$ cat src/rtl/core/ldbr_pkg.sv
`default_nettype none

package ldbr_pkg;

  // Button and event codes
  typedef enum logic [2:0] {
    BTN_NONE      = 3'd0,
    BTN_MODE      = 3'd1,
    BTN_PLUS      = 3'd2,
    BTN_MINUS     = 3'd3,
    BTN_RESTART   = 3'd4,
    BTN_MODE_HELD = 3'd5
  } btn_e;

  // Item actions
  typedef enum logic [1:0] {
    ACT_SAMPLE = 2'd0,
    ACT_IGNORE = 2'd1,
    ACT_CLEAR  = 2'd2
  } action_e;

  // Configuration register indexes
  typedef enum logic [2:0] {
    REG_PLUS_LOW     = 3'd0,
    REG_PLUS_HIGH    = 3'd1,
    REG_MINUS_LOW    = 3'd2,
    REG_MINUS_HIGH   = 3'd3,
    REG_RESTART_LOW  = 3'd4,
    REG_RESTART_HIGH = 3'd5,
    REG_REPEAT_DELAY = 3'd6,
    REG_HOLD_DELAY   = 3'd7
  } reg_idx_e;

  localparam logic [15:0] RepeatDelayReset = 16'd250;
  localparam logic [15:0] HoldDelayReset   = 16'd1000;

  typedef struct packed {
    logic [9:0]  plus_low;
    logic [9:0]  plus_high;
    logic [9:0]  minus_low;
    logic [9:0]  minus_high;
    logic [9:0]  restart_low;
    logic [9:0]  restart_high;
    logic [15:0] repeat_delay_ms;
    logic [15:0] hold_delay_ms;
  } cfg_t;

  typedef struct packed {
    logic [1:0]  action;
    logic [31:0] now_ms;
    logic [9:0]  ladder_value;
    logic        mode_pin_low;
    logic [15:0] ignore_ms;
  } item_t;

endpackage

`default_nettype wire

$ cat src/rtl/core/ldbr_cfg_regs.sv
`default_nettype none

module ldbr_cfg_regs (
  input  wire logic         clk_i,
  input  wire logic         rst_ni,
  input  wire logic         cfg_we_i,
  input  wire logic [2:0]   cfg_idx_i,
  input  wire logic [15:0]  cfg_data_i,
  output ldbr_pkg::cfg_t    cfg_o
);
  import ldbr_pkg::*;

  cfg_t cfg_q;

  // Write one register per enabled cycle, truncated to its width
  always_ff @(posedge clk_i or negedge rst_ni) begin
    if (!rst_ni) begin
      cfg_q <= '{plus_low: 10'd0, plus_high: 10'd0, minus_low: 10'd0, minus_high: 10'd0,
                 restart_low: 10'd0, restart_high: 10'd0,
                 repeat_delay_ms: RepeatDelayReset, hold_delay_ms: HoldDelayReset};
    end else if (cfg_we_i) begin
      unique case (reg_idx_e'(cfg_idx_i))
        REG_PLUS_LOW:     cfg_q.plus_low        <= cfg_data_i[9:0];
        REG_PLUS_HIGH:    cfg_q.plus_high       <= cfg_data_i[9:0];
        REG_MINUS_LOW:    cfg_q.minus_low       <= cfg_data_i[9:0];
        REG_MINUS_HIGH:   cfg_q.minus_high      <= cfg_data_i[9:0];
        REG_RESTART_LOW:  cfg_q.restart_low     <= cfg_data_i[9:0];
        REG_RESTART_HIGH: cfg_q.restart_high    <= cfg_data_i[9:0];
        REG_REPEAT_DELAY: cfg_q.repeat_delay_ms <= cfg_data_i;
        REG_HOLD_DELAY:   cfg_q.hold_delay_ms   <= cfg_data_i;
        default:          cfg_q                 <= cfg_q;
      endcase
    end
  end

  assign cfg_o = cfg_q;

endmodule

`default_nettype wire

$ cat src/rtl/core/ldbr_classify.sv
`default_nettype none

module ldbr_classify (
  input  wire logic         mode_pin_low_i,
  input  wire logic [9:0]   ladder_value_i,
  input  ldbr_pkg::cfg_t    cfg_i,
  output ldbr_pkg::btn_e    btn_o
);
  import ldbr_pkg::*;

  logic hit_plus, hit_minus, hit_restart;

  // Match the reading against each window; an inverted window never hits
  assign hit_plus    = (ladder_value_i >= cfg_i.plus_low) &&
                       (ladder_value_i <= cfg_i.plus_high);
  assign hit_minus   = (ladder_value_i >= cfg_i.minus_low) &&
                       (ladder_value_i <= cfg_i.minus_high);
  assign hit_restart = (ladder_value_i >= cfg_i.restart_low) &&
                       (ladder_value_i <= cfg_i.restart_high);

  // Mode pin first, then plus, minus, restart
  always_comb begin
    priority if (mode_pin_low_i) begin
      btn_o = BTN_MODE;
    end else if (hit_plus) begin
      btn_o = BTN_PLUS;
    end else if (hit_minus) begin
      btn_o = BTN_MINUS;
    end else if (hit_restart) begin
      btn_o = BTN_RESTART;
    end else begin
      btn_o = BTN_NONE;
    end
  end

endmodule

`default_nettype wire

$ cat src/rtl/core/ldbr_step.sv
`default_nettype none

module ldbr_step #(
  parameter int unsigned DEBOUNCE_MS = 50
) (
  input  wire logic         clk_i,
  input  wire logic         rst_ni,
  input  wire logic         step_i,
  input  ldbr_pkg::item_t   item_i,
  input  ldbr_pkg::btn_e    btn_i,
  input  ldbr_pkg::cfg_t    cfg_i,
  output ldbr_pkg::btn_e    event_o,
  output logic [31:0]       last_press_o
);
  import ldbr_pkg::*;

  localparam logic [31:0] DebounceMs = 32'(DEBOUNCE_MS);

  btn_e        cand_q, cand_d;
  btn_e        rec_q, rec_d;
  logic [31:0] db_start_q, db_start_d;
  logic [31:0] press_q, press_d;
  logic [31:0] ign_until_q, ign_until_d;

  logic [31:0] remaining, db_elapsed, held;
  logic        in_ignore, is_plus_minus;

  // Wrap-safe time differences
  assign remaining  = ign_until_q - item_i.now_ms;
  assign db_elapsed = item_i.now_ms - db_start_q;
  assign held       = item_i.now_ms - press_q;
  assign in_ignore  = (remaining != '0) && (remaining[31:16] == '0);
  assign is_plus_minus = (btn_i == BTN_PLUS) || (btn_i == BTN_MINUS);

  // Next state and event for the item in the input register
  always_comb begin
    cand_d      = cand_q;
    rec_d       = rec_q;
    db_start_d  = db_start_q;
    press_d     = press_q;
    ign_until_d = ign_until_q;
    event_o     = BTN_NONE;
    unique case (action_e'(item_i.action))
      ACT_SAMPLE: begin
        priority if (in_ignore) begin
          event_o = BTN_NONE;
        end else if (btn_i != cand_q) begin
          cand_d     = btn_i;
          db_start_d = item_i.now_ms;
        end else if (db_elapsed < DebounceMs) begin
          event_o = BTN_NONE;
        end else if (btn_i != rec_q) begin
          rec_d   = btn_i;
          press_d = item_i.now_ms;
          event_o = btn_i;
        end else if (is_plus_minus && (held > {16'd0, cfg_i.repeat_delay_ms})) begin
          press_d = item_i.now_ms;
          event_o = btn_i;
        end else if ((btn_i == BTN_MODE) && (held > {16'd0, cfg_i.hold_delay_ms})) begin
          event_o = BTN_MODE_HELD;
        end else begin
          event_o = BTN_NONE;
        end
      end
      ACT_IGNORE: begin
        ign_until_d = item_i.now_ms + {16'd0, item_i.ignore_ms};
      end
      ACT_CLEAR: begin
        rec_d       = BTN_NONE;
        press_d     = item_i.now_ms;
        ign_until_d = item_i.now_ms;
      end
      default: begin
        event_o = BTN_NONE;
      end
    endcase
  end

  assign last_press_o = press_d;

  // Commit state when the item moves into the result register
  always_ff @(posedge clk_i or negedge rst_ni) begin
    if (!rst_ni) begin
      cand_q      <= BTN_NONE;
      rec_q       <= BTN_NONE;
      db_start_q  <= '0;
      press_q     <= '0;
      ign_until_q <= '0;
    end else if (step_i) begin
      cand_q      <= cand_d;
      rec_q       <= rec_d;
      db_start_q  <= db_start_d;
      press_q     <= press_d;
      ign_until_q <= ign_until_d;
    end
  end

endmodule

`default_nettype wire

$ cat src/rtl/core/ladder_button_debounce_repeat.sv
// Each item passes through the input register and then the result register.
// Throughput: one item per cycle while the output is not stalled; input and result registers each hold one item.
// Each item's state update is a single pass of compares and 32-bit subtracts.
// Reset (rst_ni low, asynchronous): pipeline empty, button state and times
// cleared, windows 0, repeat delay 250 ms, hold delay 1000 ms.
`default_nettype none

module ladder_button_debounce_repeat #(
  parameter int unsigned DEBOUNCE_MS = 50
) (
  input  wire logic        clk_i,
  input  wire logic        rst_ni,
  input  wire logic        cfg_we_i,
  input  wire logic [2:0]  cfg_idx_i,
  input  wire logic [15:0] cfg_data_i,
  input  wire logic        in_valid_i,
  output logic             in_stall_o,
  input  wire logic [1:0]  action_i,
  input  wire logic [31:0] now_ms_i,
  input  wire logic [9:0]  ladder_value_i,
  input  wire logic        mode_pin_low_i,
  input  wire logic [15:0] ignore_ms_i,
  output logic             out_valid_o,
  input  wire logic        out_stall_i,
  output logic [2:0]       event_res_o,
  output logic [31:0]      last_press_ms_o
);
  import ldbr_pkg::*;

  cfg_t        cfg;
  item_t       item_q;
  logic        item_vld_q;
  btn_e        btn, step_event;
  logic [31:0] step_press;
  logic        res_vld_q;
  logic [2:0]  res_event_q;
  logic [31:0] res_press_q;
  logic        res_free, item_free, step;

  // Handshake: result slot frees on output transfer, input slot on advance
  assign res_free   = !res_vld_q || !out_stall_i;
  assign step       = item_vld_q && res_free;
  assign item_free  = !item_vld_q || res_free;
  assign in_stall_o = !item_free;

  ldbr_cfg_regs u_cfg (
    .clk_i      (clk_i),
    .rst_ni     (rst_ni),
    .cfg_we_i   (cfg_we_i),
    .cfg_idx_i  (cfg_idx_i),
    .cfg_data_i (cfg_data_i),
    .cfg_o      (cfg)
  );

  // Hold the input item
  always_ff @(posedge clk_i or negedge rst_ni) begin
    if (!rst_ni) begin
      item_vld_q <= 1'b0;
    end else if (item_free) begin
      item_vld_q <= in_valid_i;
    end
  end

  always_ff @(posedge clk_i) begin
    if (item_free && in_valid_i) begin
      item_q.action       <= action_i;
      item_q.now_ms       <= now_ms_i;
      item_q.ladder_value <= ladder_value_i;
      item_q.mode_pin_low <= mode_pin_low_i;
      item_q.ignore_ms    <= ignore_ms_i;
    end
  end

  ldbr_classify u_classify (
    .mode_pin_low_i (item_q.mode_pin_low),
    .ladder_value_i (item_q.ladder_value),
    .cfg_i          (cfg),
    .btn_o          (btn)
  );

  ldbr_step #(
    .DEBOUNCE_MS (DEBOUNCE_MS)
  ) u_step (
    .clk_i        (clk_i),
    .rst_ni       (rst_ni),
    .step_i       (step),
    .item_i       (item_q),
    .btn_i        (btn),
    .cfg_i        (cfg),
    .event_o      (step_event),
    .last_press_o (step_press)
  );

  // Hold the result until its transfer
  always_ff @(posedge clk_i or negedge rst_ni) begin
    if (!rst_ni) begin
      res_vld_q <= 1'b0;
    end else if (res_free) begin
      res_vld_q <= item_vld_q;
    end
  end

  always_ff @(posedge clk_i) begin
    if (step) begin
      res_event_q <= step_event;
      res_press_q <= step_press;
    end
  end

  assign out_valid_o     = res_vld_q;
  assign event_res_o     = res_event_q;
  assign last_press_ms_o = res_press_q;

endmodule

`default_nettype wire

$ cat config.mk
export PLATFORM = sky130hd
export DESIGN_NAME = ladder_button_debounce_repeat
export DESIGN_NICKNAME = d
export VERILOG_FILES = /design/src/rtl/core/ldbr_pkg.sv /design/src/rtl/core/ldbr_cfg_regs.sv /design/src/rtl/core/ldbr_classify.sv /design/src/rtl/core/ldbr_step.sv /design/src/rtl/core/ladder_button_debounce_repeat.sv
export SDC_FILE = /design/constraint.sdc
export NUM_CORES = 1
export LEC_CHECK = 0
export BUFFER_PORTS_ARGS = -buffer_cell sky130_fd_sc_hd__buf_2
export CAP_MARGIN = 20
export CORE_AREA = 2 2 249 251
export DETAILED_ROUTE_END_ITERATION = 16
export DIE_AREA = 0 0 251 253
export REMOVE_ABC_BUFFERS = 1
export SYNTH_ARGS = -nofsm -noshare
export SYNTH_HDL_FRONTEND = slang
export SYNTH_HIERARCHICAL = 1
export SYNTH_SLANG_ARGS = --single-unit
$ cat constraint.sdc
create_clock -name clk_i -period 5 [get_ports clk_i]
set_input_delay 0.25 -clock clk_i [delete_from_list [all_inputs] [get_ports clk_i]]
set_output_delay 0.25 -clock clk_i [all_outputs]
set_load 0.005 [all_outputs]
==> flow_summary.yaml, run 1 <==
cells_and_area:
  fin_nets: 2741
  diodes: 0
  areaGrowthSynthToFinish_pct: 18.0
  fin_area_um2: 24900
  drive_gt1_frac: 0.161
  fillers: 6058
sta:
  worst_pin_slew_ns: 0.907
  finalSetupViolCount: 0
  rsz0062_at_grt: "false"
  drv_slew: 0
  fmax_ghz: 0.206
  fin_ws_ns: 0.153
  slew_headroom: 0.389
  period_needed_ns: 4.85
  hold_ws_ns: 0.0494
  finalHoldViolCount: 0
  skew_ns: 0.0215
  min_period_over_period: 0.969
  fin_setup_tns_ns: 0
yosys:
  avgSynthCellArea_um2: 9.38
  synth_cells: 2247
  ys.flop_type: "dfrtp_1"
  yosysUniqueCellTypes: 96
  syn_area_um2: 21100
  yosysSeqAreaShare: 0.370
  synthArstFlopShare: 0.671
  synth_edf_count: 96
  yosysWarningCount: 6
  ys_ff_latch: 292
detailed_routing:
  drcViolationCount: 0
  routedWlPerCell_um: 19.9
  vias_per_cell: 5.52
  drtIter0Drc: 1442
  drt_wl_total_mm: 65.3
  num_vias: 18100
  ant_nets: 0
  firstDrtPassIters: 5
clock_tree:
  clk_pin_slew_ns: 0.05
  clkLatencyLatePin_ns: 0.57
  cts_tree: "built"
  clockBufferDepth: 3
  cts_buffers: 39
  cts_max_level: 2
  clock-sinks: 292
  root_buffer: "clkbuf_16"
placed_design:
  placed_area_um2: 22900
  gp_congestion: 0.931
  dpl.hpwl_mm: 49.5
  pre_cts_ws_ns: 0.172
  port_buffers: 121
power:
  leakage_nw: 11.1
  p_per_area_nw_per_um2: 481
  ir_drop_mv: 0.228
setup_path:
  start_kind: "flop"
  crit_arrival_ns: 5.19
  cp_max_fo: 10
  required_ns: 5.34
  r2r_cells: 16
  r2r-end: "last_press_ms_o[7]"
  timing.rr.start: "item_q[27]"
  critical_path.slowest_cell: "or4_1"
  endpoint_kind: "flop"
  slowest_delay_ns: 0.46
  r2r_slack_ns: 0.15
  crit_start: "item_q[27]"
  crit_type: "reg -> reg"
  endpoint: "last_press_ms_o[7]"
  crit_chain: "buf_4 -> nand2b_1 -> fa_1 -> a21o_1 -> a221oi_2 -> o211ai_1 -> a21o_1 -> a221oi_1 -> o2111ai_1 -> or4_1 -> nor4_2 -> a21oi_2 -> nand2_4 -> o21ai_2 -> buf_4 -> o2bb2ai_1"
floorplanning:
  rows: 91
  die_h_um: 253
  start_util: 0.345
  die_w_um: 251
  ios: 122
  core_area_um2: 61000
  die_area_um2: 63500
global_route:
  grt_max_degree: 111
  gr-total-overflow: 0
  grt_use_total: 0.205
  grt_pass1_wl_mm: 102
  first_global_vias: 17700
  antenna_found_initial: 1
flow_run:
  cap_violations: 0
min_path:
  min_path_type: "in -> reg"
outcome:
  status: "completed"
timing repair:
| item | in CTS | in global routing |
|---|---|---|
| resized for setup | 0 | 5 |
| hold buffers | 71 | 0 |
| endpoints found under the hold margin | 153 | 0 |
| setup endpoints to repair | 0 | 27 |
| buffers inserted | 0 | 2 |
worst max-delay path: cells and delay by family (launching register included):
kind	cells	cell delay, ns
compound gates	9	2.28
simple gates	4	1.13
fa+ha+maj	1	0.43
flops	1	0.39
buf+inv	2	0.37
how the worst min path moves through the flow:
stage,start,endpoint,slack (ns),cells after the start
after detailed placement,rst_ni,u_cfg/cfg_o[55],0.37,1
after global routing,cfg_data_i[7],u_cfg/cfg_o[49],0.05,2
after CTS,cfg_data_i[0],u_cfg/cfg_o[0],0.02,2
after floorplan,rst_ni,item_vld_q,-0.05,0
final,cfg_data_i[1],u_cfg/cfg_o[73],0.05,2
after global placement,rst_ni,u_cfg/cfg_o[56],0.36,1
where the power goes:
part | switching [mW] | total, mW | internal [mW]
logic | 3.47 | 5.79 | 2.32
registers | 0.322 | 3.38 | 3.05
clock network | 1.13 | 2.80 | 1.67
total | 4.93 | 12.0 | 7.04
logic make-up (layout without fill, tap and decap cells):
kind of cell,count (synthesis),after routing,synth area share
compound gates,664,664,0.212
simple gates,562,562,0.135
buf+inv,323,558,0.0611
flops,292,292,0.370
fa+ha+maj,205,205,0.123
mux,114,114,0.0619
xor+xnor,87,87,0.0362
layout by cell type (no fill, tap or decap), types with 7 or more instances in the layout:
cell	netlist	final
inv_1	225	225
ha_1	202	202
dfrtp_1	184	184
nand2_1	176	176
a21oi_1	153	153
o21ai_0	141	141
nor2_1	122	122
buf_2	20	120
edfxtp_1	96	96
mux2_2	88	88
dlygate4sd3_1	0	71
nand4_1	68	68
buf_4	7	60
a21o_1	60	60
xnor2_1	60	60
nand3_1	51	51
clkbuf_16	0	40
a22oi_1	37	36
o2bb2ai_1	34	33
o311a_1	28	28
xor2_1	27	27
nor3_1	26	26
o21a_1	26	26
a31oi_1	20	19
o211ai_1	19	19
o21bai_1	20	19
nand2b_1	15	15
clkbuf_1	61	15
a211oi_1	15	15
nor2b_1	15	14
and3_1	15	14
mux2i_1	13	13
dfstp_2	12	12
mux2_4	10	10
o21ai_1	11	10
nor4_1	11	10
o22ai_1	9	9
a21boi_0	8	7
or3_1	7	7
per-stage QoR:
step / power (mW) / instances / util
after floorplan: 7.30 / 2150 / -
after global placement: 8.91 / 3124 / 0.374
after detailed placement: 9.02 / 3126 / 0.375
after CTS: 11.9 / 3269 / 0.407
after global routing: 12.8 / 3272 / 0.408
final: 12.0 / 3272 / 0.408
sequential cells by signal, summed over array words and instances, names as in the netlist:
signal / count
event_res_o: 3
item_q: 61
item_vld_q: 1
last_press_ms_o: 32
out_valid_o: 1
u_cfg/cfg_o: 92
u_step/cand_q: 3
u_step/db_start_q: 32
u_step/ign_until_q: 32
u_step/press_q: 32
u_step/rec_q: 3
area by class of cell:
type,instances,area (um^2),share of cell area
Multi-Input combinational cell,1632,12000,0.484
Sequential cell,292,7800,0.314
Timing Repair Buffer,260,1940,0.0779
Clock buffer,57,1080,0.0436
Tap cell,790,988,0.0397
Inverter,226,848,0.0341
Clock inverter,15,170,0.00684
cells in the mapped netlist (26+ instances only):
cell type  number  area share
a22oi_1        37       0.013
nor2_1        122       0.022
edfxtp_1       96        0.14
clkbuf_1       61       0.011
ha_1          202        0.12
inv_1         225       0.040
mux2_2         88       0.047
nand3_1        51       0.012
dfrtp_1       184        0.22
xnor2_1        60       0.025
nand2_1       176       0.031
nor3_1         26      0.0062
o311a_1        28       0.013
o21ai_0       141       0.033
xor2_1         27       0.011
a21oi_1       153       0.036
o21a_1         26      0.0093
nand4_1        68       0.020
a21o_1         60       0.021
o2bb2ai_1      34       0.014
per-layer routing:
layer / wire length, um / share of wire / vias up / track usage
met5: 0 / 0 / - / 0
li1: - / - / 8671 / -
met4: 1970 / 0.030 / 0 / 0.0670
met1: 30600 / 0.47 / 8750 / 0.287
met3: 3600 / 0.055 / 107 / 0.0298
met2: 29100 / 0.45 / 529 / 0.323
Power figures use the tool's default switching activity.
==> inputs of run 2 (changes only) <==
- ABC_AREA: default -> 1
- CORE_AREA: 2 2 249 251 -> 2 2 259 261
- DIE_AREA: 0 0 251 253 -> 0 0 261 263
==> run 2 against run 1 <==
  * Utilization shrank 0.29 points
  * Critical path depth increased by 5
  * Wire length is 10% higher
  * Sequential power is 3% higher
  * Highest routed layer unchanged
  * First-iteration DRC count rose by 15%
  * Clock power about the same
  * Maximum frequency increased by 11%
  * Largest power group unchanged
  * Worst setup slack better by 0.46 ns
  * Synthesized cell count up 51%
  * Register-to-register slack improved by 0.46 ns
  * Critical endpoint is now last_press_ms_o[15]
  * Largest cell class unchanged
  * Global-route usage rose by 0.52 points
==> flow_summary.yaml, run 2 <==
sta:
  rsz0062_at_grt: "false"
  fmax_ghz: 0.228
  drv_slew: 0
  slew_headroom: 0.429
  hold_ws_ns: 0.112
  finalHoldViolCount: 0
  finalSetupViolCount: 0
  worst_pin_slew_ns: 0.855
  period_needed_ns: 4.39
  fin_setup_tns_ns: 0
  fin_ws_ns: 0.614
  min_period_over_period: 0.877
  skew_ns: 0.0336
clock_tree:
  cts_resized: 0
  cts_tree: "built"
  cts_buffers: 38
  clk_pin_slew_ns: 0.06
  root_buffer: "clkbuf_16"
  post-cts-setup-buffer-count: 0
  clockBufferDepth: 3
  cts_max_level: 2
  hold_buffers: 81
  clock-sinks: 292
  clkLatencyLatePin_ns: 0.59
setup_path:
  r2r_slack_ns: 0.61
  cp_max_fo: 33
  critical_path.most_common_cell: "nand3_1"
  slowest_delay_ns: 0.50
  critical_path.slowest_cell: "edfxtp_1"
  required_ns: 5.32
  crit_chain: "inv_2 -> ha_1 -> fa_1 -> inv_1 -> nand3_1 -> nand3_1 -> nand3_1 -> nand3_1 -> xor2_1 -> ha_1 -> nand4_1 -> nor3_1 -> a21o_1 -> nand2_1 -> nand3_1 -> nand2_1 -> nand2_2 -> buf_4 -> nand3_1 -> nand3_1 -> nand2_1"
  crit_type: "reg -> reg"
  endpoint_kind: "flop"
  crit_arrival_ns: 4.70
  start_kind: "flop"
outcome:
  status: "completed"
floorplanning:
  die_area_um2: 68600
  core_area_um2: 65600
  start_util: 0.349
  ios: 122
  die_h_um: 263
  rows: 94
  die_w_um: 261
power:
  switching_share: 0.458
  seq_power_share: 0.269
  pwr-share-comb: 0.517
  internal_power_mw: 7.00
  power_mw: 12.9
  pwr-share-clk: 0.214
  p_switching_mw: 5.92
  ir_drop_mv: 0.303
  leakage_nw: 14.4
  p_per_area_nw_per_um2: 486
cells_and_area:
  drive_gt1_frac: 0.0778
  layout.cells.most_common_list: "nand2_1, inv_1, nand3_1, nor2_1, ha_1"
  fin_area_um2: 26600
  final_common_cell: "nand2_1"
  stdcell_count: 4477
  largest_register_ffs: 92
  diodes: 0
  fillers: 6950
  areaGrowthSynthToFinish_pct: 15.9
  fin_nets: 3873
  final_util: 0.405
detailed_routing:
  ant_nets: 0
  num_vias: 21900
  firstDrtPassIters: 7
  drt_wl_total_mm: 72.1
  vias_per_cell: 4.89
  drtIter0Drc: 1652
  routedWlPerCell_um: 16.1
  drcViolationCount: 0
placed_design:
  placed_area_um2: 24500
  dpl.hpwl_mm: 55.1
  pre_cts_ws_ns: 0.689
  gp_congestion: 0.943
  port_buffers: 121
  dp.cells: 4326
flow_run:
  cap_violations: 0
global_route:
  grt_max_degree: 104
  first_global_vias: 20600
  grt_pass1_wl_mm: 113
  grt_use_total: 0.210
  antenna_found_initial: 0
  gr-total-overflow: 0
yosys:
  ys.flop_type: "dfrtp_1"
  yosys-top-cells-count: "nand2_1, inv_1, nand3_1"
  synth.area.top_cells: "nand2_1, dfrtp_1, edfxtp_1, ha_1, inv_1"
  yosysWarningCount: 6
  synth_cells: 3382
  synth_edf_count: 96
  synthArstFlopShare: 0.671
  yosysMostFrequentCell: "nand2_1"
  yosysSeqAreaShare: 0.340
  ys_ff_latch: 292
  avgSynthCellArea_um2: 6.78
  syn_area_um2: 22900
  yosysTopAreaCell: "nand2_1"
  yosysUniqueCellTypes: 53
  synth_top_area_share: 0.215
min_path:
  min_path_type: "in -> reg"
==> run 2: path summary, 6_finish.rpt <==
| path | from | to | depth (start not counted) |
|---|---|---|---|
| min reg2reg | u_cfg/cfg_o[6] | u_cfg/cfg_o[6] | 2 |
| min | cfg_idx_i[0] | u_cfg/cfg_o[65] | 4 |
| max | item_q[27] | last_press_ms_o[15] | 21 |
| min in group asynchronous | rst_ni | u_cfg/cfg_o[57] | 2 |
| max reg2reg | item_q[27] | last_press_ms_o[15] | 21 |
| max in group asynchronous | rst_ni | u_step/press_q[31] | 3 |
==> run 2: area by class of cell <==
type                            count  area (um^2)  area share
Sequential cell                   292         7800       0.294
Clock inverter                     18          208     0.00782
Tap cell                          864         1080      0.0407
Inverter                          574         2160      0.0812
Clock buffer                       52         1040      0.0393
Timing Repair Buffer              227         1650      0.0621
Multi-Input combinational cell   2450        12600       0.475
==> run 2: cell families after synthesis <==
group	after synthesis	share of synthesized area
flip-flops	292	0.340
adder cells (fa/ha/maj)	205	0.113
AND/OR/NAND/NOR	1907	0.346
XOR/XNOR	41	0.0157
AO/OA/AOI/OAI	296	0.0749
multiplexers	1	0.000491
buffers and inverters	640	0.110
==> run 2: power groups by stage <==
stage / clock [mW] / sequential [mW] / combinational (mW)
6_report: 2.77 / 3.47 / 6.68
5_1_grt: 2.91 / 3.54 / 7.62
4_1_cts: 2.83 / 3.47 / 6.60
3_5_place_dp: 0 / 3.51 / 6.51
3_3_place_gp: 0 / 3.51 / 6.45
2_1_floorplan: 0 / 3.38 / 4.79
==> run 2: routing by layer <==
| layer | up-vias | part of all wire | global-route usage |
|---|---|---|---|
| met2 | 616 | 0.44 | 0.333 |
| met4 | 0 | 0.031 | 0.0705 |
| met3 | 109 | 0.059 | 0.0278 |
| met5 | - | 0 | 0 |
| li1 | 11100 | - | - |
| met1 | 10100 | 0.46 | 0.293 |
==> run 2: critical path: cells and delay by family (launching register included) <==
family,cells,cell delay [ns]
AO/OA/AOI/OAI,1,0.16
XOR/XNOR,1,0.13
adder cells (fa/ha/maj),3,1.01
buffers and inverters,3,0.65
flip-flops,1,0.50
AND/OR/NAND/NOR,13,1.68
